--- src/hdl/coe_pkg.sv ---
`timescale 1ns / 1ps
`default_nettype none

package coe_pkg;

  localparam int NUM_CLAUSES_DEF = 64;
  localparam int MAX_CHUNKS_DEF  = 8;

  localparam int CLAUSE_W = 6;
  localparam int CHUNK_W  = 3;
  localparam int WORD_W   = 32;
  localparam int COUNT_W  = 9;
  localparam int OUT_W    = 64;

  localparam logic [WORD_W-1:0]  FULL_WORD          = 32'hffff_ffff;
  localparam logic [COUNT_W-1:0] LITERAL_COUNT_INIT = 9'd256;

  // register index, taken from paddr[2]
  localparam logic REG_LITERAL_COUNT = 1'b0;
  localparam logic REG_PREDICT_MODE  = 1'b1;

  // word kinds on s_tuser
  localparam logic ACT_INCLUDE = 1'b0;
  localparam logic ACT_LITERAL = 1'b1;

  // control of the merge stage
  typedef struct packed {
    logic valid;        // a literal chunk in range sits in the merge stage
    logic chunk_end;    // it is the last chunk of its patch
    logic example_end;  // and the patch is the last of the example
  } coe_stage_t;

endpackage

`default_nettype wire

--- src/hdl/coe_merge.sv ---
`timescale 1ns / 1ps
`default_nettype none

// Folds the lane results into per-patch and per-example state; holds the result word.
module coe_merge #(
  parameter int NUM_CLAUSES = coe_pkg::NUM_CLAUSES_DEF
) (
  input  wire logic                        clk,
  input  wire logic                        rst,
  input  wire coe_pkg::coe_stage_t         stage,
  input  wire logic [NUM_CLAUSES-1:0]      lane_mismatch,
  input  wire logic [NUM_CLAUSES-1:0]      lane_nonempty,
  input  wire logic                        predict_mode,
  output logic                             go,
  output logic                             out_valid,
  output logic [NUM_CLAUSES-1:0]           out_data,
  input  wire logic                        out_ready
);

  logic [NUM_CLAUSES-1:0] patch_match;
  logic [NUM_CLAUSES-1:0] clause_nonempty;
  logic [NUM_CLAUSES-1:0] example_hit;
  logic [NUM_CLAUSES-1:0] patch_match_next;
  logic [NUM_CLAUSES-1:0] nonempty_next;
  logic [NUM_CLAUSES-1:0] example_hit_next;
  logic                   update;

  always_comb begin
    patch_match_next = patch_match & ~lane_mismatch;
    nonempty_next    = clause_nonempty | lane_nonempty;
    example_hit_next = example_hit |
                       (patch_match_next & (predict_mode ? nonempty_next : '1));
  end

  // only a result that finds the output word still occupied holds the stage
  assign go     = !(stage.valid && stage.chunk_end && stage.example_end &&
                    out_valid && !out_ready);
  assign update = stage.valid && go;

  always_ff @(posedge clk) begin
    if (rst) begin
      patch_match     <= '1;
      clause_nonempty <= '0;
      example_hit     <= '0;
      out_valid       <= 1'b0;
    end else begin
      if (out_valid && out_ready) begin
        out_valid <= 1'b0;
      end
      if (update) begin
        if (stage.chunk_end) begin
          patch_match     <= '1;
          clause_nonempty <= '0;
          if (stage.example_end) begin
            example_hit <= '0;
            out_valid   <= 1'b1;
          end else begin
            example_hit <= example_hit_next;
          end
        end else begin
          patch_match     <= patch_match_next;
          clause_nonempty <= nonempty_next;
        end
      end
    end
  end

  always_ff @(posedge clk) begin
    if (update && stage.chunk_end && stage.example_end) begin
      out_data <= example_hit_next;
    end
  end

  a_patch_restart: assert property (@(posedge clk) disable iff (rst)
    (update && stage.chunk_end) |=> (patch_match == '1 && clause_nonempty == '0))
    else $error("patch state not restarted after patch end");

  a_example_restart: assert property (@(posedge clk) disable iff (rst)
    (update && stage.chunk_end && stage.example_end) |=> (example_hit == '0 && out_valid))
    else $error("example end did not post a result and clear hits");

  a_result_source: assert property (@(posedge clk) disable iff (rst)
    $rose(out_valid) |-> $past(stage.valid && stage.chunk_end && stage.example_end))
    else $error("result word appeared without an example end");

endmodule

`default_nettype wire

--- config.mk ---
export PLATFORM = sky130hd
export DESIGN_NAME = coe_merge
export DESIGN_NICKNAME = d
export VERILOG_FILES = /design/src/hdl/coe_pkg.sv /design/src/hdl/coe_merge.sv
export SDC_FILE = /design/constraint.sdc
export NUM_CORES = 1
export LEC_CHECK = 0
export BUFFER_PORTS_ARGS = -buffer_cell sky130_fd_sc_hd__buf_2
export CAP_MARGIN = 10
export CORE_ASPECT_RATIO = 0.7
export CORE_UTILIZATION = 51
export CTS_CLUSTER_SIZE = 16
export DETAILED_ROUTE_END_ITERATION = 16
export PLACE_DENSITY = 0.75
export RECOVER_POWER = 100
export SYNTH_ARGS = -nofsm -noshare
export SYNTH_HDL_FRONTEND = slang
export SYNTH_SLANG_ARGS = --single-unit
--- constraint.sdc ---
create_clock -name clk -period 9.1 [get_ports clk]
set_clock_uncertainty 0.15 [all_clocks]
set_input_delay 0.91 -clock clk [delete_from_list [all_inputs] [get_ports clk]]
set_output_delay 0.91 -clock clk [all_outputs]
set_load 0.05 [all_outputs]
==> impl_metrics.env <==
export IMPL_status="finished with violations"
export IMPL_violations="max-capacitance violations, max-slew violations"
export IMPL_cts_tree="done"
export IMPL_grt_overflow=0
export IMPL_crit_required_ns=9.09
export IMPL_worst_r2r_setup_slack_ns=4.34
export IMPL_vias=7910
export IMPL_instances_no_fill=1430
export IMPL_cts_root_buf="clkbuf_16"
export IMPL_cts_resized=0
export IMPL_antenna_found_initial=2
export IMPL_critPathLaunch="stage[2]"
export IMPL_worst_pin_slew_ns=2.86
export IMPL_worstSetupStartpointType="input pin"
export IMPL_synth_edf_count=64
export IMPL_die_w_um=169
export IMPL_reg2reg_depth=4
export IMPL_drt_iter0_drc=581
export IMPL_syn_avg_cell_area_um2=10.2
export IMPL_critPathMaxFanout=57
export IMPL_synthXorXnorAreaFrac_pct=0
export IMPL_nNetsFinal=1282
export IMPL_p_leak_nw=4.77
export IMPL_worstSetupPathType="in2reg"
export IMPL_gp_congestion=0.758
export IMPL_hold_buffers=0
export IMPL_core_mm2=0.0190
export IMPL_grt_pass1_vias=7575
export IMPL_async_flop_share_pct=0
export IMPL_drt_wl_total_mm=25.5
export IMPL_crit_end="out_data[3]"
export IMPL_setup_tns_ns=0
export IMPL_dp_cells=1384
export IMPL_max_slew_margin_rel_pct=-90.6
export IMPL_drtPass1Iterations=4
export IMPL_arrival_ns=6.01
export IMPL_grt_max_degree=75
export IMPL_clockBufferDepth=3
export IMPL_hpwl_mm=15.2
export IMPL_htreeDepth=1
export IMPL_postCtsSetupBuffers=0
export IMPL_whs_ns=0.301
export IMPL_maxClockFrequency_mhz=166
export IMPL_vdd_drop_max_uv=118
export IMPL_synth_seq_cells=257
export IMPL_rr_endpoint="patch_match[57]"
export IMPL_synth_top_family_by_area="simple AND/OR/NAND/NOR gates"
export IMPL_crit_chain="clkbuf_1 -> and2_2 -> nand2_1 -> nor2_1 -> buf_4"
export IMPL_setup_viol=0
export IMPL_syn_to_final_growth_pct=16.8
export IMPL_ys_seq_area_share_pct=57.9
export IMPL_drv_cap=4
export IMPL_holdCritPathClass="reg2reg"
export IMPL_hold_depth=2
export IMPL_synth_compound_area_share_pct=16.3
export IMPL_slowest_delay_ns=1.97
export IMPL_final_antenna_net_count=0
export IMPL_drv_slew=183
export IMPL_synth_distinct_cells=26
export IMPL_avgRoutedWirePerCell_um=17.8
export IMPL_synthSimpleGateAreaFrac_pct=20.7
export IMPL_hold_viol_final=0
export IMPL_rows=42
export IMPL_synth_cells=978
export IMPL_clk_latency_ns=0.51
export IMPL_p_total_mw=2.59
export IMPL_clk_pin_slew_ns=0.07
export IMPL_synth_area_mux_share_pct=0
export IMPL_cts_sinks=257
export IMPL_io_buffers=200
export IMPL_ys_warnings_count=0
export IMPL_rsz0062_at_grt="false"
export IMPL_drive_gt1_share_pct=16.3
export IMPL_power_density_mw_per_mm2=222
export IMPL_ys_flop_type="dfxtp_1"
export IMPL_syn_area_mm2=0.0100
export IMPL_crit_path_end_kind="flop"
export IMPL_vias_per_cell=5.53
export IMPL_die_h_um=119
export IMPL_crit_slowest_cell="clkbuf_1"
export IMPL_r2r_start="out_valid"
export IMPL_synth_fp_nets=1113
export IMPL_remaining_drc_errors=0
export IMPL_cts_inserted_buffers=25
export IMPL_track_usage_pct=24.8
export IMPL_finalCritPeriodShare_pct=66.2
export IMPL_grt_pass1_wl_mm=39.5
export IMPL_fin_crit_ns=6.02
export IMPL_io_pins=201
export IMPL_initial_core_util_pct=52.6
export IMPL_dieArea_mm2=0.0202
export IMPL_yosys_area_share_adder_pct=0
==> per-stage QoR <==
stage	utilization (%)	setup WS [ns]	instance area, µm²
4_1_cts	62.8	5.28	11900
3_5_place_dp	58.2	5.06	11100
2_1_floorplan	-	4.24	10000
5_1_grt	61.4	2.72	11700
6_report	61.4	3.08	11700
3_3_place_gp	58.2	5.18	11100
==> cell usage in the layout (no fill, tap or decap), drive strengths merged <==
master	netlist	final
clkinv	0	6
nor3b	38	38
a31oi	90	90
o21ai	64	64
nand2	129	129
clkbuf	22	102
nor2	91	91
a21o	27	27
nand4b	1	1
buf	45	141
bufinv	0	3
nand3b	1	1
diode	0	1
inv	38	38
clkinvlp	0	2
edfxtp	64	64
and2	1	1
nor4bb	1	1
dfxtp	193	193
or3b	64	64
nor2b	27	27
and4b	1	1
nand3	1	1
a21oi	40	40
a31o	39	39
nand2b	1	1
==> critical path: cells and delay by family <==
family / cells / cell delay, ns
buffers and inverters: 2 / 2.72
and+or+nand+nor: 3 / 2.31
==> cells by family after synthesis <==
family / count (synthesis)
AO/OA/AOI/OAI: 260
flip-flops: 257
buffers and inverters: 105
AND/OR/NAND/NOR: 356
==> worst min-delay path by stage <==
stage                                from               to  slack (ns)
after global placement    patch_match[35]  patch_match[35]        0.28
after floorplan           patch_match[40]  patch_match[40]        0.27
after global routing      patch_match[34]  patch_match[34]        0.32
after CTS                 patch_match[51]  patch_match[51]        0.31
final                     patch_match[34]  patch_match[34]        0.30
after detailed placement  patch_match[51]  patch_match[51]        0.29
==> synth_stat cells (2+ instances only) <==
library cell	count	share of area [%]
dfxtp_1	193	39
nand2_1	129	4.8
nor2_1	91	3.4
a31oi_1	90	5.6
edfxtp_1	64	19
o21ai_1	64	3.2
or3b_1	64	5.6
a21oi_1	39	2.0
a31o_1	39	3.4
inv_1	38	1.4
buf_2	34	1.7
nor3b_2	34	4.3
a21o_1	27	2.0
nor2b_1	27	1.7
clkbuf_1	22	0.83
buf_6	9	1.0
nor3b_1	4	0.30
buf_4	2	0.15
==> registers in the layout, summed over array words and instances (netlist names) <==
name             cells
clause_nonempty     64
example_hit         64
out_data            64
out_valid            1
patch_match         64
==> cell type report <==
cell class | count | area, µm²
diodes | 1 | 2.50
flip-flops and latches | 257 | 5790
repair buffers | 209 | 983
fillers | 1630 | 7350
well taps | 264 | 330
clock inverters | 11 | 143
clock buffers | 34 | 729
multi-input cells | 616 | 3560
inverters | 38 | 143
==> power by group <==
group          total (mW)  leakage [nW]  switching, mW  internal (mW)
combinational       0.260          2.17          0.159          0.100
sequential           1.25          2.17         0.0229           1.23
clock                1.08         0.427          0.433          0.647
total                2.59          4.77          0.615           1.97
==> per-layer routing <==
metal  vias up  track usage (%)  share of wire (%)
met5         -                0              0.047
met4         2             5.97                1.6
met3        39             3.82                7.0
met2       303             40.2                 45
met1      3768             34.8                 47
li1       3798                -                  -
No activity file was read; power rests on OpenSTA's default activity.
