--- config.mk ---
export PLATFORM = sky130hd
export DESIGN_NAME = coe_lane
export DESIGN_NICKNAME = d
export VERILOG_FILES = /design/src/hdl/coe_pkg.sv /design/src/hdl/coe_lane.sv
export SDC_FILE = /design/constraint.sdc
export NUM_CORES = 1
export LEC_CHECK = 0
export BUFFER_PORTS_ARGS = -buffer_cell sky130_fd_sc_hd__buf_2
export CAP_MARGIN = 0
export CORE_ASPECT_RATIO = 1.5
export CORE_MARGIN = 4
export CORE_UTILIZATION = 40
export DETAILED_ROUTE_END_ITERATION = 12
export PLACE_DENSITY = 0.56
export SYNTH_ARGS = -nofsm -noshare
export SYNTH_HDL_FRONTEND = slang
export SYNTH_SLANG_ARGS = --single-unit
--- constraint.sdc ---
create_clock -name clk -period 11.03 [get_ports clk]
set_input_delay 2.206 -clock clk [delete_from_list [all_inputs] [get_ports clk]]
set_output_delay 2.206 -clock clk [all_outputs]
set_load 0.01 [all_outputs]
--- src/hdl/coe_pkg.sv ---
`timescale 1ns / 1ps
`default_nettype none

package coe_pkg;

  localparam int NUM_CLAUSES_DEF = 64;
  localparam int MAX_CHUNKS_DEF  = 8;

  localparam int CLAUSE_W = 6;
  localparam int CHUNK_W  = 3;
  localparam int WORD_W   = 32;
  localparam int COUNT_W  = 9;
  localparam int OUT_W    = 64;

  localparam logic [WORD_W-1:0]  FULL_WORD          = 32'hffff_ffff;
  localparam logic [COUNT_W-1:0] LITERAL_COUNT_INIT = 9'd256;

  // register index, taken from paddr[2]
  localparam logic REG_LITERAL_COUNT = 1'b0;
  localparam logic REG_PREDICT_MODE  = 1'b1;

  // word kinds on s_tuser
  localparam logic ACT_INCLUDE = 1'b0;
  localparam logic ACT_LITERAL = 1'b1;

  // control of the merge stage
  typedef struct packed {
    logic valid;        // a literal chunk in range sits in the merge stage
    logic chunk_end;    // it is the last chunk of its patch
    logic example_end;  // and the patch is the last of the example
  } coe_stage_t;

endpackage

`default_nettype wire

--- src/hdl/coe_lane.sv ---
`timescale 1ns / 1ps
`default_nettype none

// One clause: include words for every chunk, registered read, match test.
module coe_lane #(
  parameter int DEPTH = coe_pkg::MAX_CHUNKS_DEF,
  parameter int AW    = 3
) (
  input  wire logic                        clk,
  input  wire logic                        wr_en,
  input  wire logic [AW-1:0]               wr_addr,
  input  wire logic [coe_pkg::WORD_W-1:0]  wr_data,
  input  wire logic                        rd_en,
  input  wire logic [AW-1:0]               rd_addr,
  input  wire logic [coe_pkg::WORD_W-1:0]  filter,
  input  wire logic [coe_pkg::WORD_W-1:0]  literals,
  output logic                             mismatch,
  output logic                             nonempty
);

  logic [coe_pkg::WORD_W-1:0] mem [DEPTH];
  logic [coe_pkg::WORD_W-1:0] rdata;
  logic [coe_pkg::WORD_W-1:0] inc;

  always_ff @(posedge clk) begin
    if (wr_en) begin
      mem[wr_addr] <= wr_data;
    end
    if (rd_en) begin
      rdata <= mem[rd_addr];
    end
  end

  assign inc      = rdata & filter;
  assign mismatch = |(inc & ~literals);
  assign nonempty = |inc;

endmodule

`default_nettype wire

==> metrics.cfg, run 1 <==
[power]
p_leak_nw = 4.409
swShare_pct = 19.16
pwr-share-comb_pct = 5.5
power_density_nw_per_um2 = 180.1
p_int_mw = 1.898
switchingPower_mw = 0.4500
seqPwrFrac_pct = 53.8
ir_worst_vdd_mv = 0.08731
clkPwrFrac_pct = 40.7

[critical_path]
worst_setup_path_end_kind = output pin
cp.depth = 6
worstSetupPathType = in2out
crit_family = simple AND/OR/NAND/NOR gates
crit_path_cell_trace = buf_2, a22oi_1, nand3_1, nor4_1, nand2_1, buf_2
slowest_delay_ns = 0.25
critPathLaunchType = primary input
reg2regPathDepth = 2
arrival_ns = 3.13
cpMaxStageDelayCell = nor4_1
crit_top_cell = buf_2
regToRegSetupSlack_ns = 9.56
critPathMaxFanout = 2
cp.required_ns = 8.82
cp.buffers_inverters = 2

[clock_network]
cts_resized = 0
cts.clk_slew.worst_paths_ns = 0.06
clk_latency_ns = 0.52
cts_tree = built
cts_buffer_depth = 3
cts_made_buffers = 26
htreeDepth = 1
clock-root-buffer = clkbuf_16
cts_setup_buffers = 0
clock-sinks = 288
postCtsHoldBufs = 0

[synthesis]
synth-compound-area-share_pct = 0.8636
synth.distinct_cells = 19
synth_fa_ha_area_share_pct = 0
synthesis.nets = 589
syn_inst = 484
synth-xor-area-share_pct = 0
ys_ff_latch = 288
ys_warn_count = 0
synth_top_family_by_area = multiplexers
synth.area.mux_share_pct = 17.50
synthSimpleGateAreaFrac_pct = 2.972
synth_area_sq_um = 11160
avgSynthCellArea_sq_um = 23.05
yosysSeqAreaShare_pct = 77.52

[outcome]
status = complete, no violations

[place]
place_area_sq_um = 12110
numPortBuffers = 106
pre_cts_ws_ns = 5.712
hpwl_mm = 13.41
globalplace.congestion = 0.8982

[global_route]
grtUsageTotal_pct = 15.49
antenna_found_initial = 2
grt_max_degree = 65
use_met2_pct = 27.60
grt_pass1_vias = 5671
globalRoute.busiestLayer = met2
overflow = 0
use_met1_pct = 19.56
use_met3_pct = 2.385
grt_pass1_wl_mm = 34.69

[finish]
multiInputGateArea_sq_um = 2435
postLayoutCellArea_sq_um = 13040
nets = 714
drive_gt1_share_pct = 34.98
fillers = 2220
synthToLayoutAreaGrowth_pct = 16.86
regArea_sq_um = 8648
diodes = 0

[min_path]
holdPathStages = 2
hold_path_class = reg2reg

[drt]
drt_wl_total_mm = 23.51
postRouteAntennaNets = 0
firstDrtPassIters = 4
via_count = 5243
route.detailed.drc = 0
drt-initial-drc-count = 368
wl_per_cell_um = 24.21
viasPerCell = 5.400

[floorplan]
rows = 74
dieHeight_um = 212.5
initial_core_util_pct = 40.70
ios = 107
coreArea_sq_um = 27410
die_w_um = 144.4
fp.dieArea_sq_um = 30680

[timing]
layout_min_cycle_time_ns = 5.333
clock_skew_ns = 0.008776
setup_violations = 0
worstMarginPinSlew_ns = 1.026
clock.fmax_ghz = 0.1875
period_share_pct = 48.35
fin_ws_ns = 5.697
hold_viol_final = 0
slew_headroom_pct = 31.59
finalSetupTns_ns = 0
rsz0062_at_grt = false
slew_viol_final = 0

[job]
maxCapViolCount = 0

## stage by stage
| stage | utilization (%) | cells | hold slack (ns) | power, mW |
|---|---|---|---|---|
| 3_5_place_dp | 44.20 | 923 | 0.7372 | 1.419 |
| 2_1_floorplan | - | 484 | 0.7162 | 1.354 |
| 4_1_cts | 47.57 | 971 | 0.7576 | 2.377 |
| 6_report | 47.57 | 971 | 0.7508 | 2.348 |
| 5_1_grt | 47.57 | 971 | 0.7787 | 2.438 |
| 3_3_place_gp | 44.20 | 923 | 0.7277 | 1.413 |
## registers in the layout, indices dropped and copies added (netlist names)
register / count
mem: 256
rdata: 32
## worst min-delay path, stage by stage (launching register included)
cell and delay (ns):
edfxtp_1 0.31, mux4_1 0.20, mux2_2 0.14
## worst paths after layout
check             startpoint        to
hold / removal     mem[3][2]  rdata[2]
hold reg to reg    mem[3][2]  rdata[2]
setup / recovery   filter[2]  nonempty
setup reg to reg   mem[5][8]  rdata[8]
## cell usage in the layout, fill, tap and decap left out, types with 8 or more instances in the layout
cell type and instances:
nand4_1 8, mux4_1 40, nand3b_1 9, nand2_1 33
mux4_2 24, edfxtp_1 288, buf_4 11, o22ai_1 10
buf_2 104, clkinv_2 8, clkbuf_16 27, mux2_2 32
## logic make-up (layout without fill, tap and decap cells)
family / Yosys count / in the layout
buffers and inverters: 18 / 163
multiplexers: 96 / 96
AND/OR/NAND/NOR: 68 / 68
flip-flops: 288 / 288
AO/OA/AOI/OAI: 14 / 14
## per-layer routing
| metal | part of all wire (%) | routed length [um] |
|---|---|---|
| met4 | 1.8 | 425 |
| met5 | 0.060 | 14 |
| met3 | 4.7 | 1104 |
| met2 | 52 | 12260 |
| met1 | 41 | 9706 |
## cell type report
cell class	count	area share (%)
multi-input cells	178	18.68
flip-flops and latches	288	66.34
well taps	342	3.282
clock buffers	32	5.327
repair buffers	115	4.626
clock inverters	16	1.747
## Yosys cell counts
cell,count,area share [%]
edfxtp_1,288,78
mux4_1,40,9.4
nand2_1,33,1.1
mux2_2,32,3.2
mux4_2,24,4.8
o22ai_1,10,0.56
nand3b_1,9,0.61
nand4_1,8,0.45
buf_6,7,0.71
buf_2,6,0.27
nor2_1,6,0.20
nor3_1,5,0.22
buf_1,3,0.10
nand2b_1,3,0.17
nor4_1,3,0.17
o2111ai_1,3,0.24
clkbuf_1,2,0.067
a22oi_1,1,0.067
nand3_1,1,0.045
## power groups by stage
stage	Clock, mW	Sequential (mW)	Combinational (mW)
after floorplan	0	1.28	0.0738
final	0.956	1.26	0.130
after detailed placement	0	1.29	0.132
after global placement	0	1.28	0.128
after global routing	1.03	1.27	0.142
after CTS	0.981	1.26	0.133
(Power assumes the default switching activity.)
==> run 2, diff against run 1 <==
clock period = 5 ns   (was 11.03 ns; I/O delays follow)
==> run 2 against run 1 <==
Effect of this change:
- flip-flop and latch count unchanged
- register-to-register slack worse by 6.0 ns
- power up 110%
- critical path depth unchanged
- non-clock buffer count up 1
- wire length up 2.7%
- design area down 0.91%
- largest cell class unchanged
==> metrics.cfg, run 2 (synthesized netlist as in run 1, its figures left out) <==
[finish]
top_regs = mem (256), rdata (32)
postLayoutCellArea_sq_um = 12920
top_register = mem
final_cell_mix = edfxtp_1, buf_2, mux4_1
synthToLayoutAreaGrowth_pct = 15.79
nets = 714
layout_commonest_cell = edfxtp_1
largest_reg_flops = 256
drive_gt1_share_pct = 34.72

[global_route]
antenna_found_initial = 1
grt_pass1_wl_mm = 35.56
grtUsageTotal_pct = 15.94
use_met1_pct = 20.07
use_met2_pct = 28.43
use_met3_pct = 2.498
grt_max_degree = 65
grt_pass1_vias = 5752
globalRoute.busiestLayer = met2
overflow = 0

[clock_network]
clock-sinks = 288
clock-root-buffer = clkbuf_16
cts_resized = 0
clk_latency_ns = 0.52
cts_setup_buffers = 0
cts_buffer_depth = 3
postCtsHoldBufs = 0
cts.clk_slew.worst_paths_ns = 0.07
htreeDepth = 1
cts_tree = built
cts_made_buffers = 25

[critical_path]
slowest_delay_ns = 0.28
cp.required_ns = 4.00
cpMaxStageDelayCell = nor3_1
arrival_ns = 1.97
critPathLaunchType = primary input
worstSetupPathType = in2out
crit_path_cell_trace = buf_2, nand3b_1, o2111ai_1, nor3_1, nand4_1, buf_2
critPathMaxFanout = 2
worst_setup_path_end_kind = output pin
crit_top_cell = buf_2

[timing]
setup_violations = 0
layout_min_cycle_time_ns = 2.973
clock.fmax_ghz = 0.3363
slew_headroom_pct = 29.82
hold_viol_final = 0
rsz0062_at_grt = false
period_share_pct = 59.47
worstMarginPinSlew_ns = 1.053
slew_viol_final = 0
clock_skew_ns = 0.009444
finalSetupTns_ns = 0

[outcome]
status = complete, no violations

[power]
seqPwrFrac_pct = 56.2
ir_worst_vdd_mv = 0.2160
clkPwrFrac_pct = 38.0
p_leak_nw = 4.338
pwr-share-comb_pct = 5.7
p_int_mw = 3.963
power_density_nw_per_um2 = 383.9
swShare_pct = 20.09
switchingPower_mw = 0.9963

[min_path]
hold_path_class = in2reg

[drt]
drt-initial-drc-count = 354
firstDrtPassIters = 4
route.detailed.drc = 0
via_count = 5283
postRouteAntennaNets = 0
wl_per_cell_um = 24.93
viasPerCell = 5.452
drt_wl_total_mm = 24.15

[job]
maxCapViolCount = 0

[place]
globalplace.congestion = 0.8886
hpwl_mm = 14.44
place_area_sq_um = 12120
numPortBuffers = 106

[floorplan]
initial_core_util_pct = 40.70
die_w_um = 144.4
dieHeight_um = 212.5
coreArea_sq_um = 27410
rows = 74
ios = 107
fp.dieArea_sq_um = 30680

## run 2: per-layer routing
layer / vias to the layer above / part of all wire [%]
li1: 2332 / -
met4: 2 / 2.1
met3: 31 / 5.6
met1: 2746 / 39
met5: - / 0.050
met2: 172 / 53
## run 2: power groups by stage
stage	clock (mW)	sequential [mW]	combinational, mW
2_1_floorplan	0	2.82	0.163
3_3_place_gp	0	2.84	0.280
3_5_place_dp	0	2.84	0.288
4_1_cts	1.94	2.79	0.289
5_1_grt	2.03	2.79	0.310
6_report	1.89	2.79	0.284
## run 2: area by class of cell
type	instances	area [sq um]
Fill cell	2286	14490
Sequential cell	288	8648
Multi-Input combinational cell	178	2435
Clock buffer	29	640.6
Timing Repair Buffer	116	610.6
Tap cell	342	427.9
Clock inverter	14	150.1
Antenna cell	2	5.005
## run 2: worst max-delay path: cells and delay by family
family	cells	cell delay, ns
buf+inv	2	0.27
compound gates	1	0.14
simple gates	3	0.56
## run 2: worst paths after layout
path	startpoint	end	slack (ns)	cells after the start
setup / recovery	filter[2]	mismatch	2.03	6
hold reg to reg	mem[7][4]	rdata[4]	0.75	2
hold / removal	wr_data[15]	mem[4][15]	0.74	1
setup reg to reg	mem[0][15]	rdata[15]	3.58	2
## run 2: through the flow
step                      hold WS (ns)  util, %  cells  total power, mW  setup WS [ns]
after floorplan                 0.7162        -    484            2.988          1.153
after global placement          0.7233    44.23    924            3.117          1.899
after detailed placement        0.7317    44.23    924            3.131          1.869
after CTS                       0.7199    47.11    967            5.016          2.045
after global routing            0.7374    47.11    967            5.138          1.959
final                           0.7406    47.13    969            4.959          2.027
==> run 3, diff against run 2 <==
PLACE_DENSITY = 0.58   (was 0.56)
clock period = 2.55 ns   (was 5 ns; I/O delays follow)
==> run 3 against run 2 <==
Effect of this change:
- clock skew is 0.0010 ns higher
- via count is 1.3% higher
- final cell count is 0.31% higher
- largest cell class unchanged
- critical path depth is 1 lower
- combinational power is 100% higher
- largest power group unchanged
==> metrics.cfg, run 3 (synthesized netlist as in run 1, its figures left out) <==
[clock_network]
clock-root-buffer = clkbuf_16
htreeDepth = 1
cts.clk_slew.worst_paths_ns = 0.07
clock-sinks = 288
cts_resized = 0
cts_setup_buffers = 0
cts_tree = built
postCtsHoldBufs = 0
cts_made_buffers = 24
clk_latency_ns = 0.52
cts_buffer_depth = 3

[timing]
hold_viol_final = 0
clock_skew_ns = 0.01049
worstMarginPinSlew_ns = 0.5705
fin_hold_ws_ns = 0.2601
layout_min_cycle_time_ns = 2.401
slew_viol_final = 0
clock.fmax_ghz = 0.4165
setup_violations = 0
slew_headroom_pct = 61.97
rsz0062_at_grt = false
finalSetupTns_ns = 0
period_share_pct = 94.15

[finish]
drive_gt1_share_pct = 34.82
synthToLayoutAreaGrowth_pct = 17.57
largest_reg_flops = 256
fillers = 2248
nets = 716
multiInputGateArea_sq_um = 2447
top_register = mem
regArea_sq_um = 8648
top_regs = mem (256), rdata (32)
final_cell_mix = edfxtp_1, buf_2, mux4_1
layout_commonest_cell = edfxtp_1

[place]
globalplace.congestion = 0.9251
hpwl_mm = 13.87
numPortBuffers = 106

[floorplan]
dieHeight_um = 212.5
rows = 74
fp.dieArea_sq_um = 30680
initial_core_util_pct = 40.70
die_w_um = 144.4
ios = 107
coreArea_sq_um = 27410

[critical_path]
crit_end = mismatch
critPathMaxFanout = 2
reg2regPathDepth = 2
cp.required_ns = 2.04
worstSetupPathType = reg2out
crit_start = rdata[31]
critPathLaunchType = flip-flop
arrival_ns = 1.89
worst_setup_path_end_kind = output pin
r2r-end = rdata[29]
reg2reg_from = mem[2][29]
regToRegSetupSlack_ns = 1.14

[global_route]
grt_max_degree = 65
antenna_found_initial = 3
overflow = 0
grtUsageTotal_pct = 15.65
grt_pass1_vias = 5858
grt_pass1_wl_mm = 35.12

[drt]
postRouteAntennaNets = 0
drt_wl_total_mm = 23.92
firstDrtPassIters = 4
via_count = 5353
wl_per_cell_um = 24.61
drt-initial-drc-count = 305
viasPerCell = 5.507
route.detailed.drc = 0

[min_path]
hold_path_class = in2reg
holdPathStages = 1

[power]
power_density_nw_per_um2 = 747.3
ir_worst_vdd_mv = 0.3656
p_leak_nw = 4.404
p_total_mw = 9.802

[job]
maxCapViolCount = 0

[outcome]
status = complete, no violations

==> run 3: worst min-delay path by stage <==
stage | from | to | slack [ns]
3_3_place_gp | mem[3][0] | rdata[0] | 0.72
2_1_floorplan | wr_data[0] | mem[0][0] | 0.61
6_report | wr_data[5] | mem[1][5] | 0.26
5_1_grt | wr_data[16] | mem[5][16] | 0.24
4_1_cts | wr_data[5] | mem[1][5] | 0.23
3_5_place_dp | mem[7][9] | rdata[9] | 0.73
==> run 3: power by group <==
group / internal [mW] / total [mW] / switching [mW] / leakage, nW
clock: 2.20 / 3.76 / 1.56 / 0.392
combinational: 0.277 / 0.582 / 0.305 / 1.37
sequential: 5.41 / 5.46 / 0.0578 / 2.64
total: 7.88 / 9.80 / 1.92 / 4.40
==> run 3: layer usage <==
metal / GRT usage (%) / wire length, um
met4: 4.892 / 528
met5: 0 / 27
met1: 18.88 / 9296
met3: 2.768 / 1374
met2: 28.32 / 12690
==> run 3: final cells by class <==
cell class | count | share of cell area, %
sequential | 288 | 65.94
multi-input combinational | 178 | 18.66
timing repair buffer | 119 | 5.857
clock buffer | 28 | 4.855
tap | 342 | 3.262
clock inverter | 16 | 1.412
antenna | 1 | 0.01908
==> run 3: critical path: stages, from the launching register on <==
cell and delay, ns:
edfxtp_1 0.44, nand2_1 0.19, o22ai_1 0.12, nor4_1 0.34, nand4_1 0.13, buf_2 0.16
==> run 3: stage by stage <==
| stage | instance area [sq um] | cells | worst slack (ns) | util (%) |
|---|---|---|---|---|
| after global routing | 13110 | 971 | 0.08005 | 47.85 |
| after detailed placement | 12290 | 927 | 0.4081 | 44.85 |
| after CTS | 13110 | 971 | 0.1719 | 47.85 |
| final | 13120 | 972 | 0.1491 | 47.86 |
| after floorplan | 11170 | 484 | 0.05027 | - |
| after global placement | 12290 | 927 | 0.4444 | 44.85 |
